### config.mk
export PLATFORM = sky130hd
export DESIGN_NAME = hamming_secded_codec_core
export DESIGN_NICKNAME = d
export VERILOG_FILES = /design/src/sv/hsc_pkg.sv /design/src/sv/hamming_secded_codec_core.sv
export SDC_FILE = /design/constraint.sdc
export NUM_CORES = 1
export LEC_CHECK = 0
export ABC_CLOCK_PERIOD_IN_PS = 11920
export BUFFER_PORTS_ARGS = -buffer_cell sky130_fd_sc_hd__buf_2
export CORE_MARGIN = 2
export CORE_UTILIZATION = 44
export CTS_BUF_LIST = sky130_fd_sc_hd__clkbuf_4 sky130_fd_sc_hd__clkbuf_8
export DETAILED_ROUTE_END_ITERATION = 7
export GPL_ROUTABILITY_DRIVEN = 0
export REMOVE_ABC_BUFFERS = 1
export SLEW_MARGIN = 20
export SYNTH_ARGS = -nofsm -noshare
export SYNTH_HDL_FRONTEND = slang
export SYNTH_SLANG_ARGS = --single-unit
### constraint.sdc
create_clock -name clk -period 11.92 [get_ports clk]
set_input_delay 0.596 -clock clk [delete_from_list [all_inputs] [get_ports clk]]
set_output_delay 0.596 -clock clk [all_outputs]
set_load 0.03 [all_outputs]
### src/sv/hsc_pkg.sv
// ----------------------------------------------------------------------------
// hsc_pkg
// Shared types, codes and constant functions for the extended Hamming
// SECDED codec.
// ----------------------------------------------------------------------------
package hsc_pkg;

  localparam int MAX_CODE_BITS = 64;
  localparam int WORD_W        = 64;
  localparam int CFG_W         = 6;
  localparam int POS_W         = 7;
  localparam int SYN_W         = 6;   // Hamming positions stay below 64
  localparam int STAT_W        = 2;

  localparam logic FUNC_ENCODE = 1'b0;
  localparam logic FUNC_DECODE = 1'b1;

  localparam logic [STAT_W-1:0] STAT_CLEAN       = 2'd0;
  localparam logic [STAT_W-1:0] STAT_FIX_BIT     = 2'd1;
  localparam logic [STAT_W-1:0] STAT_FIX_OVERALL = 2'd2;

  typedef struct packed {
    logic              func;
    logic [WORD_W-1:0] payload;
  } hsc_in_t;

  typedef struct packed {
    logic [WORD_W-1:0] result_word;
    logic [POS_W-1:0]  error_position;
    logic [STAT_W-1:0] status;
  } hsc_out_t;

  // least r with 2^r >= d + r + 1
  function automatic int check_count(input int d);
    int r;
    r = 7;
    for (int i = 7; i >= 0; i--) begin
      if ((1 << i) >= d + i + 1) r = i;
    end
    return r;
  endfunction

  function automatic int max_data_bits();
    int best;
    best = 1;
    for (int k = 1; k < 64; k++) begin
      if (k + check_count(k) + 1 <= MAX_CODE_BITS) best = k;
    end
    return best;
  endfunction

  localparam int DATA_BITS_MAX = max_data_bits();

  function automatic logic [CFG_W-1:0] eff_data_bits(input logic [CFG_W-1:0] raw);
    logic [CFG_W-1:0] d;
    d = raw;
    if (d == '0) d = CFG_W'(1);
    if (int'(d) > DATA_BITS_MAX) d = CFG_W'(DATA_BITS_MAX);
    return d;
  endfunction

  // Hamming span m = d + r, at most 63
  function automatic logic [SYN_W-1:0] ham_span(input logic [CFG_W-1:0] d);
    int di;
    di = int'(d);
    return SYN_W'(di + check_count(di));
  endfunction

  function automatic logic [WORD_W-1:0] low_mask(input logic [SYN_W-1:0] n);
    return ~({WORD_W{1'b1}} << n);
  endfunction

  // data bit k goes to the k-th position that is not a power of two
  function automatic logic [WORD_W-1:0] scatter(input logic [WORD_W-1:0] data);
    logic [WORD_W-1:0] w;
    int k;
    w = '0;
    k = 0;
    for (int pos = 1; pos <= WORD_W; pos++) begin
      if ((pos & (pos - 1)) != 0) begin
        w[pos-1] = data[k];
        k++;
      end
    end
    return w;
  endfunction

  // word bits whose one-based position has bit i set
  function automatic logic [WORD_W-1:0] group_mask(input int i);
    logic [WORD_W-1:0] msk;
    msk = '0;
    for (int pos = 1; pos < WORD_W; pos++) begin
      if (((pos >> i) & 1) != 0) msk[pos-1] = 1'b1;
    end
    return msk;
  endfunction

  localparam logic [CFG_W-1:0] DATA_BITS_RST = CFG_W'(57);

endpackage

### src/sv/hamming_secded_codec_core.sv
// ----------------------------------------------------------------------------
// hamming_secded_codec_core
// Extended Hamming SECDED encoder / single-error corrector, three-stage
// pipeline with valid/stall handshakes.
// ----------------------------------------------------------------------------
// One word enters per cycle while in_stall is low, and its result passes
// three register stages (scatter and mask, group parity trees, correction
// and assembly). Stages with no valid item take new data while later
// stages wait, so bubbles close up under output stall. data_bits (1..57,
// 0 reads as 1, larger values clamp to 57) is taken through the cfg
// channel, always ready; write it only while the pipeline is empty.
// Double errors are not flagged.
module hamming_secded_codec_core
  import hsc_pkg::*;
(
  input  logic               clk,
  input  logic               rst_n,
  input  logic               in_valid,
  output logic               in_stall,
  input  hsc_in_t            in_data,
  output logic               out_valid,
  input  logic               out_stall,
  output hsc_out_t           out_data,
  input  logic               cfg_valid,
  output logic               cfg_ready,
  input  logic [CFG_W-1:0]   cfg_data
);

  // configuration derived values
  logic [SYN_W-1:0]  span_r;      // m = d + r
  logic [WORD_W-1:0] dmask_r;     // low d bits
  logic [WORD_W-1:0] mmask_r;     // low m bits
  logic [CFG_W-1:0]  eff_d;
  logic [SYN_W-1:0]  eff_m;
  logic [WORD_W-1:0] nmask;

  assign cfg_ready = 1'b1;
  assign eff_d     = eff_data_bits(cfg_data);
  assign eff_m     = ham_span(eff_d);
  assign nmask     = {mmask_r[WORD_W-2:0], 1'b1};

  always_ff @(posedge clk) begin
    if (!rst_n) begin
      span_r  <= ham_span(DATA_BITS_RST);
      dmask_r <= low_mask(SYN_W'(DATA_BITS_RST));
      mmask_r <= low_mask(ham_span(DATA_BITS_RST));
    end else if (cfg_valid && cfg_ready) begin
      span_r  <= eff_m;
      dmask_r <= low_mask(eff_d);
      mmask_r <= low_mask(eff_m);
    end
  end

  // stage enables: a stage loads when empty or when the next one moves
  logic v1_r, v2_r, v3_r;
  logic en1, en2, en3;

  assign en3      = !v3_r || !out_stall;
  assign en2      = !v2_r || en3;
  assign en1      = !v1_r || en2;
  assign in_stall = !en1;

  always_ff @(posedge clk) begin
    if (!rst_n) begin
      v1_r <= 1'b0;
      v2_r <= 1'b0;
      v3_r <= 1'b0;
    end else begin
      if (en1) v1_r <= in_valid;
      if (en2) v2_r <= v1_r;
      if (en3) v3_r <= v2_r;
    end
  end

  // stage 1: place data bits or mask the received word
  logic              func1_r;
  logic [WORD_W-1:0] word1_r;
  logic [WORD_W-1:0] word1_nxt;

  always_comb begin
    if (in_data.func == FUNC_ENCODE) begin
      word1_nxt = scatter(in_data.payload & dmask_r);
    end else begin
      word1_nxt = in_data.payload & nmask;
    end
  end

  always_ff @(posedge clk) begin
    if (en1) begin
      func1_r <= in_data.func;
      word1_r <= word1_nxt;
    end
  end

  // stage 2: group parities (check bits or syndrome) and total parity
  logic              func2_r;
  logic [WORD_W-1:0] word2_r;
  logic [SYN_W-1:0]  grp2_r;
  logic              tot2_r;
  logic [SYN_W-1:0]  grp2_nxt;
  logic [WORD_W-1:0] ham1;

  assign ham1 = word1_r & mmask_r;  // overall bit stays out of the groups

  always_comb begin
    for (int i = 0; i < SYN_W; i++) begin
      grp2_nxt[i] = ^(ham1 & group_mask(i));
    end
  end

  always_ff @(posedge clk) begin
    if (en2) begin
      func2_r <= func1_r;
      word2_r <= word1_r;
      grp2_r  <= grp2_nxt;
      tot2_r  <= ^word1_r;
    end
  end

  // stage 3: insert check bits and overall parity, or correct
  hsc_out_t out_r;
  hsc_out_t out_nxt;

  always_comb begin
    logic [WORD_W-1:0] cw;
    cw      = word2_r;
    out_nxt = '0;
    if (func2_r == FUNC_ENCODE) begin
      for (int i = 0; i < SYN_W; i++) begin
        cw[(1 << i) - 1] = cw[(1 << i) - 1] | grp2_r[i];
      end
      cw[span_r] = tot2_r ^ (^grp2_r);
      out_nxt.result_word = cw;
    end else begin
      out_nxt.result_word = word2_r;
      if (tot2_r) begin
        if (grp2_r == '0) begin
          out_nxt.result_word    = word2_r ^ (WORD_W'(1) << span_r);
          out_nxt.error_position = POS_W'(span_r) + POS_W'(1);
          out_nxt.status         = STAT_FIX_OVERALL;
        end else if (grp2_r <= span_r) begin
          out_nxt.result_word    = word2_r ^ (WORD_W'(1) << (grp2_r - SYN_W'(1)));
          out_nxt.error_position = POS_W'(grp2_r);
          out_nxt.status         = STAT_FIX_BIT;
        end
      end
    end
  end

  always_ff @(posedge clk) begin
    if (en3) out_r <= out_nxt;
  end

  assign out_valid = v3_r;
  assign out_data  = out_r;

endmodule

==> flow_metrics.env, run 1 <==
export IMPL_netlist_top_cells_area="edfxtp_1 (34%), dfxtp_1 (14%), xnor2_1 (8.7%)"
export IMPL_synth_largest_area_cell="edfxtp_1"
export IMPL_clkLatencyLatePin_ns=0.66
export IMPL_multi_input_comb_area_mm2=0.00931
export IMPL_wl_met2_mm=29.5
export IMPL_routedWlPerCell_um=23.5
export IMPL_path_class="input pin to flop"
export IMPL_start_util_pct=44.7
export IMPL_seq_area_frac_synth_pct=47.1
export IMPL_port_buffers=150
export IMPL_placed_cell_area_mm2=0.0200
export IMPL_cts_tree="yes"
export IMPL_synth_compound_area_share_pct=17.7
export IMPL_drive_gt1_share_pct=14.4
export IMPL_via_per_inst=5.88
export IMPL_wl_met3_mm=4.54
export IMPL_grtUsageTotal_pct=28.4
export IMPL_clkSlewWorstSetupHoldPaths_ns=0.06
export IMPL_synth_top_family_by_area="compound AO/OA/AOI/OAI gates"
export IMPL_final_cells=2692
export IMPL_synth_edf_count=210
export IMPL_antenna_found_initial=1
export IMPL_leakage_nw=8.38
export IMPL_synth_simple_gate_area_share_pct=15.0
export IMPL_post_route_period_util_pct=46.3
export IMPL_placed_cells=2588
export IMPL_fillers=3963
export IMPL_fin_ws_ns=6.40
export IMPL_cts_hold_buf=0
export IMPL_cts_buffers=55
export IMPL_cts_sinks=338
export IMPL_worstPathArrival_ns=6.00
export IMPL_fin_tns_setup_ns=0
export IMPL_power_mw=4.46
export IMPL_synthFlopType="edfxtp_1"
export IMPL_ctsResizeCount=0
export IMPL_finalCriticalPeriod_ns=5.52
export IMPL_synth_mux_area_share_pct=1.92
export IMPL_worst_path_max_fanout=32
export IMPL_fin_util_pct=50.3
export IMPL_hp_class="input pin to flop"
export IMPL_crit_buf_inv=2
export IMPL_hold_viol=0
export IMPL_synth_area_mm2=0.0188
export IMPL_worst_slew_pin_slew_ns=1.12
export IMPL_wl_mm=63.3
export IMPL_die_width_um=211
export IMPL_power_density_mw_per_mm2=211
export IMPL_layout_nets=2223
export IMPL_post_cts_setup_buffers=0
export IMPL_grt_max_degree=92
export IMPL_post_route_drc_count=0
export IMPL_postRouteAntennaNets=0
export IMPL_register_area_mm2=0.00887
export IMPL_pre_cts_ws_ns=5.44
export IMPL_drv_cap=0
export IMPL_wl_met1_mm=25.5
export IMPL_io_pins=152
export IMPL_die_y_um=211
export IMPL_outcome="finished clean"
export IMPL_final_setup_skew_ns=0.0250
export IMPL_synth_xor_xnor_area_share_pct=11.7
export IMPL_synth_adder_area_share_pct=2.77
export IMPL_std_cell_rows=75
export IMPL_cts_root_buf="clkbuf_8"
export IMPL_yosysWarnings=0
export IMPL_crit_family="compound AO/OA/AOI/OAI gates"
export IMPL_fp_coreArea_mm2=0.0420
export IMPL_crit_slowest_cell="nor2_4"
export IMPL_fmax_ghz=0.181
export IMPL_final_area_mm2=0.0211
export IMPL_netlist_area_leader_share_pct=33.5
export IMPL_hold_slack_ns=0.175
export IMPL_syn_avg_cell_area_um2=9.47
export IMPL_dr_pass1_iters=6
export IMPL_drt_initial_drc_count=1826
export IMPL_setup_violations=0
export IMPL_worstSetupEndpointType="flop"
export IMPL_hpwl_mm=47.5
export IMPL_ys_ff_latch=338
export IMPL_rsz0062_at_grt="no"
export IMPL_grt_pass1_wl_mm=93.7
export IMPL_maxSlewViolCount=0
export IMPL_htreeDepth=2
export IMPL_synth_distinct_cells=81
export IMPL_top_layer_used="met4"
export IMPL_grt_pass1_vias=15100
export IMPL_yosysMostFrequentCell="nand2_1"
export IMPL_grt_overflow=0
export IMPL_crit_chain="buf_2 > or3_1 > o311ai_4 > inv_1 > ha_1 > nor2b_1 > a21oi_1 > nor2_1 > a311oi_1 > o21ai_0 > a21oi_1 > ha_1 > a21o_1 > a21oi_1 > nor2_1 > xnor2_1 > nor2_1 > nor2_4 > o311ai_0"
export IMPL_ys_async_sr_fraction_pct=0
export IMPL_ctsLongestPathBuffers=3
export IMPL_crit_path_max_incr_delay_ns=0.65
export IMPL_slew_headroom_pct=25.3
export IMPL_ir_drop_uv=347
export IMPL_vias=15800
export IMPL_die_area_mm2=0.0444
export IMPL_start_kind="input pin"
export IMPL_yosys_top_cells_count="nand2_1 (306), edfxtp_1 (210), xnor2_1 (187)"
export IMPL_worst_ep_required_time_ns=12.40
export IMPL_syn_instance_count=1987
export IMPL_syn2layout_area_growth_pct=12.4
layout by cell type (no fill, tap or decap), types with 10 or more instances in the layout:
| master | count |
|---|---|
| buf_2 | 149 |
| a221o_1 | 17 |
| o211ai_1 | 18 |
| mux2i_1 | 35 |
| a21o_1 | 28 |
| ha_1 | 40 |
| clkbuf_4 | 20 |
| clkbuf_8 | 59 |
| xnor2_1 | 185 |
| a21oi_1 | 113 |
| nor3_1 | 22 |
| and2_1 | 14 |
| a32oi_1 | 11 |
| and3_1 | 15 |
| a211oi_1 | 13 |
| nor2_1 | 131 |
| clkinv_1 | 10 |
| o221ai_1 | 19 |
| nand2_1 | 304 |
| xor2_1 | 64 |
| buf_4 | 30 |
| nand3_1 | 104 |
| edfxtp_1 | 210 |
| a311oi_1 | 35 |
| dfxtp_1 | 128 |
| or3_1 | 12 |
| o21ai_0 | 164 |
| inv_1 | 50 |
report_power, final:
| part | switching, mW | total, mW | internal (mW) |
|---|---|---|---|
| Sequential | 0.152 | 1.59 | 1.44 |
| Combinational | 1.23 | 1.85 | 0.619 |
| Clock | 0.475 | 1.02 | 0.542 |
cell type report:
cell class	instances	area share (%)
Multi-Input combinational cell	1479	44.1
Sequential cell	338	42.0
Timing Repair Buffer	179	4.59
Clock buffer	79	4.55
Tap cell	539	3.19
Inverter	53	0.941
Clock inverter	24	0.699
Antenna cell	1	0.0118
path summary, 6_finish.rpt:
kind / from / end / slack [ns] / cells past startpoint
max: cfg_data[3] / mmask_r[29]$_SDFFE_PN1P_ / 6.40 / 19
max reg2reg: span_r[3]$_SDFFE_PN1P_ / out_data[33]$_DFFE_PP_ / 8.01 / 9
min: in_valid / v1_r$_SDFFE_PN0N_ / 0.17 / 2
min reg2reg: func1_r$_DFFE_PN_ / func2_r$_DFFE_PP_ / 0.42 / 0
cell families after synthesis:
kind of cell             count (synthesis)
flip-flops                             338
XOR/XNOR                               252
AO/OA/AOI/OAI                          505
multiplexers                            36
adder cells (fa/ha/maj)                 41
other                                    1
AND/OR/NAND/NOR                        644
buffers and inverters                  170
sequential cells by signal, summed over array words and instances (netlist names):
name       flops
dmask_r       57
tot2_r         1
func2_r        1
func1_r        1
grp2_r         6
span_r         5
out_valid      1
mmask_r       63
out_data      73
v2_r           1
word1_r       64
word2_r       64
v1_r           1
worst reg2reg max path: stages (launching register included):
cell and delay (ns):
dfxtp_1 0.67, inv_1 0.43, ha_1 0.42, a21o_1 0.16, a21o_1 0.20, a221o_2 0.48
a211oi_1 0.56, a32oi_1 0.34, xnor2_1 0.20, a21o_1 0.19
routing by layer:
metal	up-vias	global-route usage, %
li1	7386	-
met1	7461	36.2
met2	809	46.2
met3	178	3.84
met4	0	16.8
met5	-	0
(Power assumes the default switching activity.)
==> run 2: changes to the inputs <==
--- a/config.mk
+++ b/config.mk
@@ -5,7 +5,7 @@
 export SDC_FILE = /design/constraint.sdc
 export NUM_CORES = 1
 export LEC_CHECK = 0
-export ABC_CLOCK_PERIOD_IN_PS = 11920
+export ABC_CLOCK_PERIOD_IN_PS = 4620
 export BUFFER_PORTS_ARGS = -buffer_cell sky130_fd_sc_hd__buf_2
 export CORE_MARGIN = 2
 export CORE_UTILIZATION = 44
==> constraint.sdc (replaced) <==
create_clock -name clk -period 4.62 [get_ports clk]
set_input_delay 0.231 -clock clk [delete_from_list [all_inputs] [get_ports clk]]
set_output_delay 0.231 -clock clk [all_outputs]
set_load 0.03 [all_outputs]
==> flow_metrics.env, run 2 (synthesis gave the netlist of run 1 again) <==
export IMPL_start_util_pct=44.7
export IMPL_drive_gt1_share_pct=14.9
export IMPL_drt_initial_drc_count=1552
export IMPL_crit_buf_inv=2
export IMPL_finalCriticalPeriod_ns=3.90
export IMPL_hold_viol=0
export IMPL_post_route_drc_count=0
export IMPL_hold_depth=2
export IMPL_worst_slew_pin_slew_ns=1.02
export IMPL_via_per_inst=5.83
export IMPL_maxSlewViolCount=0
export IMPL_clkLatencyLatePin_ns=0.66
export IMPL_power_mw=11.7
export IMPL_postRouteAntennaNets=0
export IMPL_crit_chain="buf_2 > or3_1 > o311ai_4 > buf_4 > ha_1 > a21boi_0 > o21ai_0 > a21boi_0 > o21ai_0 > a21oi_1 > nor2b_1 > ha_1 > nor2b_1 > o21ai_0 > xnor2_1 > nor2_2 > o21ai_0 > a221o_1"
export IMPL_crit_path_max_incr_delay_ns=0.42
export IMPL_syn2layout_area_growth_pct=18.4
export IMPL_cts_buffers=55
export IMPL_grt_pass1_wl_mm=95.9
export IMPL_hpwl_mm=48.1
export IMPL_cts_hold_buf=89
export IMPL_ir_drop_uv=1210
export IMPL_worstSetupEndpointType="flop"
export IMPL_post_route_period_util_pct=84.5
export IMPL_worst_path_max_fanout=12
export IMPL_leakage_nw=8.94
export IMPL_outcome="finished clean"
export IMPL_grtUsageTotal_pct=29.0
export IMPL_drv_cap=0
export IMPL_cp_common_cell="o21ai_0"
export IMPL_vias=16400
export IMPL_slew_headroom_pct=31.4
export IMPL_wl_mm=64.4
export IMPL_grt_max_degree=90
export IMPL_htreeDepth=2
export IMPL_dr_pass1_iters=6
export IMPL_ctsLongestPathBuffers=3
export IMPL_layout_commonest_cell="nand2_1"
export IMPL_worstPathArrival_ns=4.44
export IMPL_worst_ep_required_time_ns=5.15
export IMPL_die_area_mm2=0.0444
export IMPL_ctsResizeCount=0
export IMPL_hp_class="input pin to flop"
export IMPL_layout_nets=2339
export IMPL_fmax_ghz=0.256
export IMPL_die_width_um=211
export IMPL_fin_tns_setup_ns=0
export IMPL_hold_slack_ns=0.0475
export IMPL_post_cts_setup_buffers=0
export IMPL_path_class="input pin to flop"
export IMPL_largest_reg_flops=73
export IMPL_power_density_mw_per_mm2=527
export IMPL_crit_family="compound AO/OA/AOI/OAI gates"
export IMPL_antenna_found_initial=0
export IMPL_critical_path_cell_count=18
export IMPL_grt_overflow=0
export IMPL_fp_coreArea_mm2=0.0420
export IMPL_fin_util_pct=53.0
export IMPL_grt_pass1_vias=15600
export IMPL_std_cell_rows=75
export IMPL_io_pins=152
export IMPL_final_setup_skew_ns=0.0244
export IMPL_routedWlPerCell_um=22.9
export IMPL_setup_violations=0
export IMPL_cts_tree="yes"
export IMPL_cts_root_buf="clkbuf_8"
export IMPL_start_kind="input pin"
export IMPL_mostFrequentLayoutCells="nand2_1 (304), edfxtp_1 (210), xnor2_1 (187), o21ai_0 (164), buf_2 (149)"
export IMPL_reg2regPathDepth=9
export IMPL_cts_sinks=338
export IMPL_die_y_um=211
export IMPL_port_buffers=150
export IMPL_clkSlewWorstSetupHoldPaths_ns=0.07
export IMPL_crit_slowest_cell="or3_1"
export IMPL_rsz0062_at_grt="no"
## run 2: layout make-up
class,instances,area (um^2)
multi-input combinational,1479,9290
clock inverter,21,134
antenna,1,2.50
fill,3884,19800
sequential,338,8870
timing repair buffer,295,2080
clock buffer,82,1020
tap,539,674
inverter,53,199
## run 2: stage by stage
step	worst slack [ns]	instances	instance area [um^2]
2_1_floorplan	-0.501	1870	18300
3_3_place_gp	0.175	2615	20200
3_5_place_dp	0.105	2615	20200
4_1_cts	0.791	2807	22300
5_1_grt	0.306	2807	22300
6_report	0.718	2808	22300
## run 2: path summary, 6_finish.rpt
kind                           from                  endpoint  slack, ns
max reg2reg  span_r[2]$_SDFFE_PN1P_    out_data[59]$_DFFE_PP_       0.93
min                           rst_n    span_r[1]$_SDFFE_PN1P_       0.05
min reg2reg       func1_r$_DFFE_PN_         func2_r$_DFFE_PP_       0.44
max                     cfg_data[3]  mmask_r[37]$_SDFFE_PN1P_       0.72
## run 2: where the power goes
part	internal (mW)	leakage (nW)	total, mW	switching, mW
Sequential	3.71	3.42	4.11	0.404
Clock	1.48	0.617	2.70	1.22
Combinational	1.73	4.91	4.93	3.20
Total	6.92	8.94	11.7	4.82
## run 2: per-layer routing
layer,global-route usage (%),part of all wire [%],up-vias
met5,0,0,-
met4,16.5,6.2,0
met3,3.27,6.7,219
met2,47.8,47,811
met1,37.1,40,7725
li1,-,-,7611
